### src/design/ihex_pkg.sv
// Shared types and codes for the Intel HEX record parser.
// This package depends on nothing. The front, back and top level files use it.
`timescale 1ns / 1ps
`default_nettype none

package ihex_pkg;

	// Result kinds.
	localparam logic [2:0] KIND_DATA  = 3'd0;
	localparam logic [2:0] KIND_DONE  = 3'd1;
	localparam logic [2:0] KIND_EOF   = 3'd2;
	localparam logic [2:0] KIND_BASE  = 3'd3;
	localparam logic [2:0] KIND_START = 3'd4;
	localparam logic [2:0] KIND_ERROR = 3'd5;

	// Error codes.
	localparam logic [2:0] ERR_NONE    = 3'd0;
	localparam logic [2:0] ERR_HEX     = 3'd1;
	localparam logic [2:0] ERR_LONG    = 3'd2;
	localparam logic [2:0] ERR_EOF_SUM = 3'd3;
	localparam logic [2:0] ERR_SEGMENT = 3'd4;

	// Record types.
	localparam logic [7:0] REC_DATA    = 8'h00;
	localparam logic [7:0] REC_EOF     = 8'h01;
	localparam logic [7:0] REC_ESA     = 8'h02;
	localparam logic [7:0] REC_SSA     = 8'h03;
	localparam logic [7:0] REC_ELA     = 8'h04;
	localparam logic [7:0] REC_SLA     = 8'h05;

	localparam logic [7:0] CHAR_COLON  = 8'h3a;
	localparam logic [7:0] EOF_SUM     = 8'hff;

	// One classified character.
	typedef struct packed {
		logic       colon;
		logic       hex;
		logic [3:0] nibble;
	} tok_t;

	// One result word.
	typedef struct packed {
		logic [2:0]  kind;
		logic [7:0]  data_byte;
		logic [31:0] effective_address;
		logic [15:0] record_address;
		logic [7:0]  record_length;
		logic [7:0]  record_type;
		logic [31:0] current_base;
		logic [31:0] entry_address;
		logic [2:0]  error_code;
	} res_t;

endpackage

`default_nettype wire

### src/design/ihex_front.sv
// Front end: classifies each received character and holds it in a two-entry queue.
// Uses ihex_pkg for the token type.
`timescale 1ns / 1ps
`default_nettype none

module ihex_front (
	input  wire logic          clk,
	input  wire logic          arst_n,
	input  wire logic          push,
	output      logic          full,
	input  wire logic [7:0]    character,
	output      logic          tok_valid,
	input  wire logic          tok_ready,
	output      ihex_pkg::tok_t tok
);

	ihex_pkg::tok_t tok_in;
	ihex_pkg::tok_t queue_q [2];
	logic [1:0]     count_q;
	logic           wr_ptr_q;
	logic           rd_ptr_q;
	logic           do_push;
	logic           do_pop;

	// Hex digit decode: digits, upper and lower case A through F.
	always_comb begin
		tok_in.colon  = (character == ihex_pkg::CHAR_COLON);
		tok_in.hex    = 1'b0;
		tok_in.nibble = 4'd0;
		if (character >= 8'h30 && character <= 8'h39) begin
			tok_in.hex    = 1'b1;
			tok_in.nibble = character[3:0];
		end else if ((character >= 8'h41 && character <= 8'h46) ||
				(character >= 8'h61 && character <= 8'h66)) begin
			tok_in.hex    = 1'b1;
			tok_in.nibble = character[3:0] + 4'd9;
		end
	end

	assign full      = (count_q == 2'd2);
	assign tok_valid = (count_q != 2'd0);
	assign tok       = queue_q[rd_ptr_q];
	assign do_push   = push && !full;
	assign do_pop    = tok_valid && tok_ready;

	always_ff @(posedge clk or negedge arst_n) begin
		if (!arst_n) begin
			count_q  <= 2'd0;
			wr_ptr_q <= 1'b0;
			rd_ptr_q <= 1'b0;
		end else begin
			if (do_push) begin
				wr_ptr_q <= ~wr_ptr_q;
			end
			if (do_pop) begin
				rd_ptr_q <= ~rd_ptr_q;
			end
			if (do_push && !do_pop) begin
				count_q <= count_q + 2'd1;
			end else if (do_pop && !do_push) begin
				count_q <= count_q - 2'd1;
			end
		end
	end

	always_ff @(posedge clk) begin
		if (do_push) begin
			queue_q[wr_ptr_q] <= tok_in;
		end
	end

endmodule

`default_nettype wire

### src/design/ihex_back.sv
// Back end: record state machine that turns tokens into result words,
// with a two-entry result queue. Uses ihex_pkg for token, result and codes.
`timescale 1ns / 1ps
`default_nettype none

module ihex_back (
	input  wire logic           clk,
	input  wire logic           arst_n,
	input  wire logic           cfg_write,
	input  wire logic [7:0]     cfg_data,
	input  wire logic           tok_valid,
	output      logic           tok_ready,
	input  wire ihex_pkg::tok_t tok,
	output      logic           empty,
	input  wire logic           pop,
	output      ihex_pkg::res_t res
);

	typedef enum logic [2:0] {
		PH_HUNT,
		PH_LEN,
		PH_ADDR,
		PH_TYPE,
		PH_DATA,
		PH_ELA,
		PH_SLA,
		PH_CSUM
	} phase_t;

	phase_t         phase_q, phase_d;
	logic [2:0]     digit_q, digit_d;
	logic [31:0]    acc_q, acc_d;
	logic [7:0]     len_q, len_d;
	logic [15:0]    addr_q, addr_d;
	logic [7:0]     type_q, type_d;
	logic [7:0]     index_q, index_d;
	logic [31:0]    base_q, base_d;
	logic [31:0]    start_q, start_d;
	logic [31:0]    rec_base_q, rec_base_d;   // base plus record address
	logic [7:0]     limit_q;

	logic [31:0]    acc_n;
	logic [2:0]     last_digit;
	logic           emit;
	logic [2:0]     kind;
	logic [2:0]     err;
	logic [7:0]     data;
	logic [31:0]    eff;
	logic           take;

	ihex_pkg::res_t queue_q [2];
	ihex_pkg::res_t res_in;
	logic [1:0]     count_q;
	logic           wr_ptr_q;
	logic           rd_ptr_q;
	logic           do_pop;
	logic           do_push;

	assign do_pop    = pop && !empty;
	assign tok_ready = (count_q != 2'd2) || do_pop;
	assign take      = tok_valid && tok_ready;
	assign acc_n     = {acc_q[27:0], tok.nibble};

	always_comb begin
		unique case (phase_q)
			PH_ADDR, PH_ELA: last_digit = 3'd3;
			PH_SLA:          last_digit = 3'd7;
			default:         last_digit = 3'd1;
		endcase
	end

	always_comb begin
		phase_d    = phase_q;
		digit_d    = digit_q;
		acc_d      = acc_q;
		len_d      = len_q;
		addr_d     = addr_q;
		type_d     = type_q;
		index_d    = index_q;
		base_d     = base_q;
		start_d    = start_q;
		rec_base_d = rec_base_q;
		emit       = 1'b0;
		kind       = ihex_pkg::KIND_ERROR;
		err        = ihex_pkg::ERR_NONE;
		data       = 8'd0;
		eff        = rec_base_q;
		if (phase_q == PH_HUNT) begin
			if (tok.colon) begin
				phase_d = PH_LEN;
				digit_d = 3'd0;
				acc_d   = 32'd0;
			end
		end else if (!tok.hex) begin
			phase_d = PH_HUNT;
			digit_d = 3'd0;
			acc_d   = 32'd0;
			emit    = 1'b1;
			err     = ihex_pkg::ERR_HEX;
		end else if (digit_q != last_digit) begin
			digit_d = digit_q + 3'd1;
			acc_d   = acc_n;
		end else begin
			digit_d = 3'd0;
			acc_d   = 32'd0;
			unique case (phase_q)
				PH_LEN: begin
					len_d   = acc_n[7:0];
					phase_d = PH_ADDR;
				end
				PH_ADDR: begin
					addr_d     = acc_n[15:0];
					rec_base_d = base_q + {16'd0, acc_n[15:0]};
					phase_d    = PH_TYPE;
				end
				PH_TYPE: begin
					type_d  = acc_n[7:0];
					index_d = 8'd0;
					unique case (acc_n[7:0])
						ihex_pkg::REC_DATA: begin
							if (len_q > limit_q) begin
								phase_d = PH_HUNT;
								emit    = 1'b1;
								err     = ihex_pkg::ERR_LONG;
							end else begin
								phase_d = (len_q != 8'd0) ? PH_DATA : PH_CSUM;
							end
						end
						ihex_pkg::REC_EOF: phase_d = PH_CSUM;
						ihex_pkg::REC_ESA, ihex_pkg::REC_SSA: begin
							phase_d = PH_HUNT;
							emit    = 1'b1;
							err     = ihex_pkg::ERR_SEGMENT;
						end
						ihex_pkg::REC_ELA: phase_d = PH_ELA;
						ihex_pkg::REC_SLA: phase_d = PH_SLA;
						default:           phase_d = PH_HUNT;
					endcase
				end
				PH_DATA: begin
					index_d = index_q + 8'd1;
					if (index_q + 8'd1 == len_q) begin
						phase_d = PH_CSUM;
					end
					emit = 1'b1;
					kind = ihex_pkg::KIND_DATA;
					data = acc_n[7:0];
					eff  = rec_base_q + {24'd0, index_q};
				end
				PH_ELA: begin
					base_d     = {acc_n[15:0], 16'd0};
					rec_base_d = {acc_n[15:0], 16'd0} + {16'd0, addr_q};
					phase_d    = PH_CSUM;
				end
				PH_SLA: begin
					start_d = acc_n;
					phase_d = PH_CSUM;
				end
				default: begin
					// Checksum field closes the record.
					phase_d = PH_HUNT;
					emit    = 1'b1;
					unique case (type_q)
						ihex_pkg::REC_DATA: kind = ihex_pkg::KIND_DONE;
						ihex_pkg::REC_EOF: begin
							if (acc_n[7:0] == ihex_pkg::EOF_SUM) begin
								kind = ihex_pkg::KIND_EOF;
							end else begin
								err = ihex_pkg::ERR_EOF_SUM;
							end
						end
						ihex_pkg::REC_ELA: kind = ihex_pkg::KIND_BASE;
						default:           kind = ihex_pkg::KIND_START;
					endcase
				end
			endcase
		end
	end

	always_comb begin
		res_in.kind              = kind;
		res_in.data_byte         = data;
		res_in.effective_address = eff;
		res_in.record_address    = addr_d;
		res_in.record_length     = len_d;
		res_in.record_type       = type_d;
		res_in.current_base      = base_d;
		res_in.entry_address     = start_d;
		res_in.error_code        = err;
	end

	assign do_push = take && emit;

	always_ff @(posedge clk or negedge arst_n) begin
		if (!arst_n) begin
			phase_q    <= PH_HUNT;
			digit_q    <= 3'd0;
			acc_q      <= 32'd0;
			len_q      <= 8'd0;
			addr_q     <= 16'd0;
			type_q     <= 8'd0;
			index_q    <= 8'd0;
			base_q     <= 32'd0;
			start_q    <= 32'd0;
			rec_base_q <= 32'd0;
			limit_q    <= 8'hff;
		end else begin
			if (cfg_write) begin
				limit_q <= cfg_data;
			end
			if (take) begin
				phase_q    <= phase_d;
				digit_q    <= digit_d;
				acc_q      <= acc_d;
				len_q      <= len_d;
				addr_q     <= addr_d;
				type_q     <= type_d;
				index_q    <= index_d;
				base_q     <= base_d;
				start_q    <= start_d;
				rec_base_q <= rec_base_d;
			end
		end
	end

	// Result queue.
	assign empty = (count_q == 2'd0);
	assign res   = queue_q[rd_ptr_q];

	always_ff @(posedge clk or negedge arst_n) begin
		if (!arst_n) begin
			count_q  <= 2'd0;
			wr_ptr_q <= 1'b0;
			rd_ptr_q <= 1'b0;
		end else begin
			if (do_push) begin
				wr_ptr_q <= ~wr_ptr_q;
			end
			if (do_pop) begin
				rd_ptr_q <= ~rd_ptr_q;
			end
			if (do_push && !do_pop) begin
				count_q <= count_q + 2'd1;
			end else if (do_pop && !do_push) begin
				count_q <= count_q - 2'd1;
			end
		end
	end

	always_ff @(posedge clk) begin
		if (do_push) begin
			queue_q[wr_ptr_q] <= res_in;
		end
	end

endmodule

`default_nettype wire

### src/design/intel_hex_record_parser.sv
// Top level of the Intel HEX record parser: a character front end, a record back end
// and the queues between them. Uses ihex_pkg, ihex_front and ihex_back.
`timescale 1ns / 1ps
`default_nettype none

// The parser takes one ASCII character per word and sustains one character per clock
// cycle while full is low. It skips everything until a colon, then reads the byte
// count, address and type fields and the payload. Each data byte comes out as its own
// result word with the effective address (base plus record address plus byte index,
// wrapping at 32 bits); a done word follows the checksum. End-of-file records must
// carry a checksum of FF, extended linear address records load the upper 16 bits of
// the base, and start linear address records load the entry point. Segment records,
// byte counts above data_limit and non-hex characters inside a record produce an
// error word and send the parser back to hunting for a colon; record types above five
// are dropped silently. Checksums of other records are read but not checked. The front
// queue holds each character until the record state machine takes it, and the state
// machine then writes any result word into the result queue, from which it is popped.
// Both queues hold two words, so a short stall on either side does not stop the other;
// a longer stall on the result side fills both queues and raises full.
// data_limit resets to 255 and should be written only while the parser is idle.
module intel_hex_record_parser (
	input  wire logic        clk,
	input  wire logic        arst_n,
	input  wire logic        push,
	output      logic        full,
	input  wire logic [7:0]  character,
	output      logic        empty,
	input  wire logic        pop,
	input  wire logic        cfg_write,
	input  wire logic [7:0]  cfg_data,
	output      logic [2:0]  kind,
	output      logic [7:0]  data_byte,
	output      logic [31:0] effective_address,
	output      logic [15:0] record_address,
	output      logic [7:0]  record_length,
	output      logic [7:0]  record_type,
	output      logic [31:0] current_base,
	output      logic [31:0] entry_address,
	output      logic [2:0]  error_code
);

	ihex_pkg::tok_t tok;
	ihex_pkg::res_t res;
	logic           tok_valid;
	logic           tok_ready;

	// Front end: classifies characters and queues them.
	ihex_front u_front (
		.clk       (clk),
		.arst_n    (arst_n),
		.push      (push),
		.full      (full),
		.character (character),
		.tok_valid (tok_valid),
		.tok_ready (tok_ready),
		.tok       (tok)
	);

	// Back end: walks the record fields and queues the results.
	ihex_back u_back (
		.clk       (clk),
		.arst_n    (arst_n),
		.cfg_write (cfg_write),
		.cfg_data  (cfg_data),
		.tok_valid (tok_valid),
		.tok_ready (tok_ready),
		.tok       (tok),
		.empty     (empty),
		.pop       (pop),
		.res       (res)
	);

	assign kind              = res.kind;
	assign data_byte         = res.data_byte;
	assign effective_address = res.effective_address;
	assign record_address    = res.record_address;
	assign record_length     = res.record_length;
	assign record_type       = res.record_type;
	assign current_base      = res.current_base;
	assign entry_address     = res.entry_address;
	assign error_code        = res.error_code;

	// An error word always carries a cause, and no other word carries one.
	a_err_code: assert property (@(posedge clk) disable iff (!arst_n)
		!empty |-> ((kind == ihex_pkg::KIND_ERROR) == (error_code != ihex_pkg::ERR_NONE)))
		else $error("error code does not match result kind");

	// The base address only ever has its upper half loaded.
	a_base_low: assert property (@(posedge clk) disable iff (!arst_n)
		!empty |-> (current_base[15:0] == 16'd0))
		else $error("base address has nonzero low half");

	// Data bytes come only from data records with a nonzero byte count.
	a_data_rec: assert property (@(posedge clk) disable iff (!arst_n)
		(!empty && kind == ihex_pkg::KIND_DATA) |->
			(record_type == ihex_pkg::REC_DATA && record_length != 8'd0))
		else $error("data byte from a record that cannot carry data");

	// Only data byte words carry a nonzero data byte.
	a_data_clean: assert property (@(posedge clk) disable iff (!arst_n)
		(!empty && kind != ihex_pkg::KIND_DATA) |-> (data_byte == 8'd0))
		else $error("data byte set on a non-data result");

endmodule

`default_nettype wire

### config.mk
export PLATFORM = sky130hd
export DESIGN_NAME = intel_hex_record_parser
export DESIGN_NICKNAME = d
export VERILOG_FILES = /design/src/design/ihex_pkg.sv /design/src/design/ihex_front.sv /design/src/design/ihex_back.sv /design/src/design/intel_hex_record_parser.sv
export SDC_FILE = /design/constraint.sdc
export NUM_CORES = 1
export LEC_CHECK = 0
export ABC_CLOCK_PERIOD_IN_PS = 9100
export BUFFER_PORTS_ARGS = -buffer_cell sky130_fd_sc_hd__clkbuf_2
export CORE_UTILIZATION = 45
export CTS_BUF_LIST = sky130_fd_sc_hd__clkbuf_4
export DETAILED_ROUTE_END_ITERATION = 7
export PLACE_DENSITY_LB_ADDON = 0.1
export SYNTH_ARGS = -nofsm -noshare
export SYNTH_HDL_FRONTEND = slang
export SYNTH_HIERARCHICAL = 1
export SYNTH_SLANG_ARGS = --single-unit
### constraint.sdc
create_clock -name clk -period 9.1 [get_ports clk]
set_input_delay 0.455 -clock clk [delete_from_list [all_inputs] [get_ports clk]]
set_output_delay 0.455 -clock clk [all_outputs]
set_load 0.02 [all_outputs]
==> run_results.csv, run 1 <==
group,metric,value,unit
timing,tightestPinTransition,1.17,ns
clock_tree,htree_num_levels,4,
grt,grt_max_degree,71,
clock_tree,cts_buffers,131,
setup_path,endpoint_kind,"register",
final_layout,multiInputGateArea,0.00819,mm2
placed_design,pre_cts_slack,3.74,ns
timing,timing.hold.ws,0.147,ns
synthesis,syn_inst,1746,
synthesis,ys_ff_latch,482,
power,power_switching,2.70,mW
routing,drt_first_pass_iters,5,
grt,globalRouteTotalUtil,22.4,%
routing,wire_per_inst,19.6,um
synthesis,synth_cell_type_count,75,
worst_hold_path,whs_endpoint,"u_front/queue_q[0][4]",
setup_path,crit_fanout,61,
power,switching_share,35.6,%
placed_design,port_buffers,164,
power,seqPwrFrac,41.2,%
setup_path,critPathLaunchType,"register",
power,pwr-share-clk,26.5,%
timing,clock.fmax,190,MHz
routing,drtIter0Drc,842,
setup_path,r2r_end,"u_back/queue_q[0][114]",
setup_path,slowest_delay,0.95,ns
grt,grt_pass1_wl,85000,um
routing,num_vias,14500,
power,p_leak,10.7,nW
setup_path,r2r.worst_path.cells,9,
timing,finalClockSkew,0.0539,ns
clock_tree,post-cts-setup-buffer-count,0,
grt,overflow,0,
status,status,"finished clean",
setup_path,crit_required,9.64,ns
timing,rsz0062_at_grt,"no",
floorplanning,row_count,81,
clock_tree,post_cts_resized,0,
worst_hold_path,min_from,"character[5]",
setup_path,path_cells,"mux2_2 -> or4_1 -> nor3_1 -> nor3b_1 -> o2111a_1 -> o21ai_1 -> a211oi_2 -> nor2b_4 -> buf_4",
timing,drv_slew,0,
grt,antenna_found_initial,1,
routing,remaining_drc_errors,0,
setup_path,criticalPathCategory,"register to register",
clock_tree,cts_tree,"built",
routing,wirelength,54600,um
synthesis,synth-edff-count,296,
setup_path,arrival,5.81,ns
worst_hold_path,min_path_cells,4,
power,power-per-cell-area,294,mW/mm2
clock_tree,clkTransAtPathRegs,0.06,ns
power,p_int,4.88,mW
timing,hold_viol,0,
floorplanning,die_area,0.0502,mm2
timing,fin_crit,5.27,ns
synthesis,synthArstFlopShare,38.6,%
final_layout,seqCellArea,0.0136,mm2
job,cap_viol_max_count,0,
floorplanning,start_util,45.5,%
clock_tree,root_buffer,"clkbuf_4",
power,p_comb_share,32.3,%
setup_path,slowest_stage,"nor2b_4",
clock_tree,ctsHoldBuffers,37,
final_layout,drive_above_1_share,33.5,%
final_layout,final_core_util,53.0,%
floorplanning,core,0.0487,mm2
timing,period_share,58.0,%
placed_design,gp_congestion,0.874,
floorplanning,io_pins,165,
timing,setup_viol,0,
final_layout,fin_nets,2075,
synthesis,syn-cell-area,0.0222,mm2
setup_path,r2r_setup_slack,3.83,ns
routing,routed_via_density,5.22,
clock_tree,cts_sinks,482,
synthesis,synth_warnings,6,
floorplanning,die_y,224,um
routing,drtAntennaViolNets,0,
timing,fin_ws,3.83,ns
grt,grt_pass1_vias,15000,
synthesis,synth_ff_type,"edfxtp_1",
placed_design,dpl.hpwl,35100,um
synthesis,avgSynthCellArea,12.7,um2
clock_tree,clk_latency,0.96,ns
floorplanning,die_w,224,um
setup_path,timing.rr.start,"u_front/rd_ptr_q",
synthesis,synth-seq-area-share,61.1,%
timing,tns,0,ns
power,vdd_drop_max,0.199,mV
final_layout,synthToLayoutAreaGrowth,16.4,%
synthesis,synthesis.nets,1809,
final_layout,n_fill_cell,4279,
clock_tree,cts_buffer_depth,3,
worst_hold_path,hold_path.class,"input pin to register",
timing,slew-limit-headroom,22.0,%
## worst max-delay path by stage
stage / startpoint / endpoint / slack (ns) / cells past startpoint
3_5_place_dp: u_front/rd_ptr_q / u_back/queue_q[0][124] / 3.74 / 9
3_3_place_gp: u_front/rd_ptr_q / u_back/queue_q[0][126] / 3.95 / 9
2_1_floorplan: u_front/rd_ptr_q / u_back/queue_q[0][0] / 2.43 / 9
6_report: u_front/rd_ptr_q / u_back/queue_q[0][114] / 3.83 / 9
5_1_grt: u_back/phase_q[2] / u_back/queue_q[0][131] / 3.43 / 7
4_1_cts: u_front/rd_ptr_q / u_back/queue_q[0][114] / 3.71 / 9
## kinds of logic after synthesis
kind of cell	synth area share, %
buf+inv	2.19
fa+ha+maj	2.44
mux	13.3
flops	61.1
compound gates	6.84
xor+xnor	3.12
simple gates	11.1
## synthesized netlist by cell type, types with 11 or more instances
| cell | n | area [um2] |
|---|---|---|
| nand3_1 | 32 | 160 |
| dfrtp_1 | 178 | 4450 |
| mux2_2 | 261 | 2940 |
| and3_1 | 15 | 93.8 |
| a21oi_1 | 54 | 270 |
| nand2_1 | 265 | 995 |
| and2_1 | 16 | 100 |
| xor2_1 | 22 | 193 |
| buf_2 | 14 | 70.1 |
| o21ai_0 | 100 | 500 |
| nand4_1 | 16 | 100 |
| edfxtp_1 | 296 | 8890 |
| xnor2_1 | 57 | 499 |
| nor3_1 | 13 | 65.1 |
| clkbuf_1 | 65 | 244 |
| nand2b_1 | 11 | 68.8 |
| nor2b_1 | 37 | 231 |
| ha_1 | 40 | 500 |
| nor2_1 | 58 | 218 |
| inv_1 | 31 | 116 |
## cell type report
type | count | area share, %
sequential | 482 | 52.5
clock inverter | 20 | 0.538
timing repair buffer | 221 | 5.29
tap | 664 | 3.22
clock buffer | 217 | 6.31
antenna | 1 | 0.00969
inverter | 31 | 0.450
multi-input combinational | 1145 | 31.7
## flip-flops by register name, indices dropped and copies added (netlist names), 12 cells and up
signal / cells
u_back/acc_q: 28
u_back/rec_base_q: 32
u_back/addr_q: 16
u_back/start_q: 32
u_back/queue_q: 284
u_front/queue_q: 12
u_back/base_q: 32
## metrics by stage
stage | instance area, um2 | total power [mW] | cells
floorplan | 22200 | 4.82 | 1746
global placement | 23700 | 5.61 | 2506
detailed placement | 23700 | 5.65 | 2506
CTS | 25800 | 7.71 | 2780
global route | 25800 | 8.04 | 2781
finish | 25800 | 7.58 | 2781
## cells in the final DEF (no fill, tap or decap), types with 40 or more instances in the layout
cell	instances
clkbuf_4	217
nor2_1	54
xnor2_1	57
o21ai_0	100
ha_1	40
edfxtp_1	296
mux2_2	261
a21oi_1	54
dfrtp_1	177
clkbuf_2	163
nand2_1	265
## routing by layer
metal | global-route usage (%) | up-vias | part of all wire, % | routed length, um
li1 | - | 6947 | - | -
met1 | 29.0 | 7191 | 44 | 24100
met2 | 36.4 | 322 | 49 | 26900
met3 | 5.46 | 69 | 4.5 | 2470
met4 | 8.75 | 0 | 2.1 | 1160
met5 | 0 | - | 0 | 0
## worst max-delay path, delay by kind of cell, from the launching register on
| family | cells | cell delay (ns) |
|---|---|---|
| compound gates | 3 | 0.76 |
| simple gates | 4 | 2.19 |
| flops | 1 | 0.49 |
| buf+inv | 1 | 0.80 |
| mux | 1 | 0.54 |
## power groups by stage
stage | clock [mW] | combinational, mW | sequential [mW]
global placement | 0 | 2.46 | 3.15
finish | 2.01 | 2.45 | 3.13
global route | 2.20 | 2.66 | 3.18
floorplan | 0 | 1.71 | 3.11
CTS | 2.08 | 2.50 | 3.13
detailed placement | 0 | 2.48 | 3.17
No activity file was read; power rests on OpenSTA's default activity.
==> run 2, diff against run 1 <==
--- a/config.mk
+++ b/config.mk
@@ -5,7 +5,7 @@
 export SDC_FILE = /design/constraint.sdc
 export NUM_CORES = 1
 export LEC_CHECK = 0
-export ABC_CLOCK_PERIOD_IN_PS = 9100
+export ABC_CLOCK_PERIOD_IN_PS = 4700
 export BUFFER_PORTS_ARGS = -buffer_cell sky130_fd_sc_hd__clkbuf_2
 export CORE_UTILIZATION = 45
 export CTS_BUF_LIST = sky130_fd_sc_hd__clkbuf_4
==> constraint.sdc (replaced) <==
create_clock -name clk -period 4.7 [get_ports clk]
set_input_delay 0.235 -clock clk [delete_from_list [all_inputs] [get_ports clk]]
set_output_delay 0.235 -clock clk [all_outputs]
set_load 0.02 [all_outputs]
==> run 2 against run 1 <==
Global-route usage increased by 0.11 points; non-clock buffer count is 19 higher; hold slack improved by 0.048 ns; register-to-register slack lost 2.9 ns; die area stayed put; largest cell class unchanged; total power grew 95%; fmax grew 39%; cell count up 0.93%; critical path depth is the same; routed wire length grew 0.84%; clock-buffer cell count increased by 2; utilization is 0.53 points higher.
==> run_results.csv, run 2 (synthesis gave the netlist of run 1 again) <==
group,metric,value,unit
status,status,"finished clean",
final_layout,drive_above_1_share,33.7,%
final_layout,top_register,"u_back/queue_q",
final_layout,mostFrequentLayoutCells,"296 x edfxtp_1, 265 x nand2_1, 260 x mux2_2",
routing,wirelength,55100,um
setup_path,crit_family,"simple AND/OR/NAND/NOR gates",
setup_path,slowest_delay,0.51,ns
clock_tree,cts_tree,"built",
floorplanning,die_w,224,um
timing,setup_viol,0,
clock_tree,cts_buffer_depth,3,
power,power-per-cell-area,566,mW/mm2
timing,finalClockSkew,0.0564,ns
setup_path,path_buf_inv,1,
clock_tree,post-cts-setup-buffer-count,0,
timing,period_share,80.8,%
grt,grt_max_degree,85,
placed_design,dp.cells,2514,
job,cap_viol_max_count,0,
placed_design,port_buffers,164,
routing,drtIter0Drc,864,
timing,tightestPinTransition,1.23,ns
setup_path,arrival,4.34,ns
final_layout,final_cells,2807,
power,vdd_drop_max,0.330,mV
grt,globalRouteTotalUtil,22.6,%
grt,overflow,0,
final_layout,final_common_cell,"edfxtp_1",
timing,drv_slew,0,
floorplanning,die_y,224,um
setup_path,critPathLaunchType,"register",
timing,fin_crit,3.80,ns
setup_path,slowest_stage,"dfrtp_1",
final_layout,fin_nets,2097,
routing,wire_per_inst,19.6,um
worst_hold_path,hold_path.class,"input pin to register",
timing,clock.fmax,263,MHz
setup_path,path_cells,"mux2_4 -> or4_4 -> nor3_2 -> nor3b_2 -> o2111a_1 -> o21ai_1 -> a211oi_2 -> and2_4 -> buf_12",
clock_tree,htree_num_levels,4,
final_layout,largest_reg_flops,284,
placed_design,dpl.hpwl,35500,um
timing,hold_viol,0,
grt,grt_pass1_vias,15300,
setup_path,crit_required,5.24,ns
grt,grt_pass1_wl,85500,um
clock_tree,cts_sinks,482,
routing,num_vias,14800,
clock_tree,root_buffer,"clkbuf_4",
grt,antenna_found_initial,1,
clock_tree,post_cts_resized,0,
floorplanning,die_area,0.0502,mm2
setup_path,endpoint_kind,"register",
floorplanning,core,0.0487,mm2
routing,routed_via_density,5.26,
placed_design,gp_congestion,0.888,
floorplanning,start_util,45.5,%
setup_path,criticalPathCategory,"register to register",
final_layout,synthToLayoutAreaGrowth,17.6,%
clock_tree,cts_buffers,134,
floorplanning,io_pins,165,
clock_tree,clkTransAtPathRegs,0.05,ns
final_layout,n_fill_cell,4276,
floorplanning,row_count,81,
timing,slew-limit-headroom,18.1,%
routing,remaining_drc_errors,0,
power,p_leak,10.8,nW
timing,rsz0062_at_grt,"no",
setup_path,crit_fanout,69,
routing,drtAntennaViolNets,0,
clock_tree,ctsHoldBuffers,48,
power,finalPower,14.8,mW
routing,drt_first_pass_iters,6,
final_layout,final_core_util,53.5,%
clock_tree,clk_latency,0.94,ns
-- run 2: cell count changes in the layout (fill, tap and decap cells not counted), sizes merged --
cell / change
bufinv: -1
buf: +8
clkbuf: +2
dlygate4sd3: +11
clkinv: +8
clkinvlp: -2
-- run 2: per-stage QoR --
stage	setup TNS, ns	cell area (um2)	setup WS, ns	hold WS [ns]
2_1_floorplan	-17.24	22200	-0.121	-0.0606
3_3_place_gp	0	23800	1.02	0.374
3_5_place_dp	0	23800	0.901	0.360
4_1_cts	0	26100	0.886	0.0573
5_1_grt	0	26100	0.695	0.140
6_report	0	26100	0.902	0.196
-- run 2: area by class of cell --
cell class	instances	area [um2]	area share (%)
tap	664	831	3.18
sequential	482	13600	52.0
clock buffer	219	1640	6.30
multi-input combinational	1145	8210	31.5
clock inverter	25	130	0.499
antenna	1	2.50	0.00959
timing repair buffer	240	1600	6.13
inverter	31	116	0.446
-- run 2: routing by layer --
layer / share of wire [%] / GRT usage [%] / up-vias
li1: - / - / 7002
met1: 43 / 28.3 / 7279
met2: 49 / 37.2 / 380
met3: 4.5 / 5.35 / 92
met4: 2.7 / 9.77 / 0
met5: 0 / 0 / -
-- run 2: tightest hold or removal path: stages --
cell and delay (ns):
dlygate4sd3_1 0.54, clkbuf_2 0.11, nand2_1 0.11, xnor2_1 0.07
-- run 2: report_power, final --
part           total, mW  internal, mW  leakage [nW]  switching [mW]
Clock               3.87          2.15          1.07            1.72
Combinational       4.78          1.73          4.48            3.04
Sequential          6.10          5.59          5.26           0.510
-- run 2: path summary, 6_finish.rpt --
check                                        start                     to  slack (ns)  cells past startpoint
min in group asynchronous                   arst_n      u_back/limit_q[0]        0.47                      3
worst max-delay path              u_front/rd_ptr_q  u_back/queue_q[1][42]        0.90                      9
worst min register to register  u_back/start_q[13]     u_back/start_q[13]        0.46                      2
max in group asynchronous                   arst_n        u_back/acc_q[2]        3.69                      4
worst min-delay path                          push       u_front/wr_ptr_q        0.20                      4
worst max register to register    u_front/rd_ptr_q  u_back/queue_q[1][42]        0.90                      9
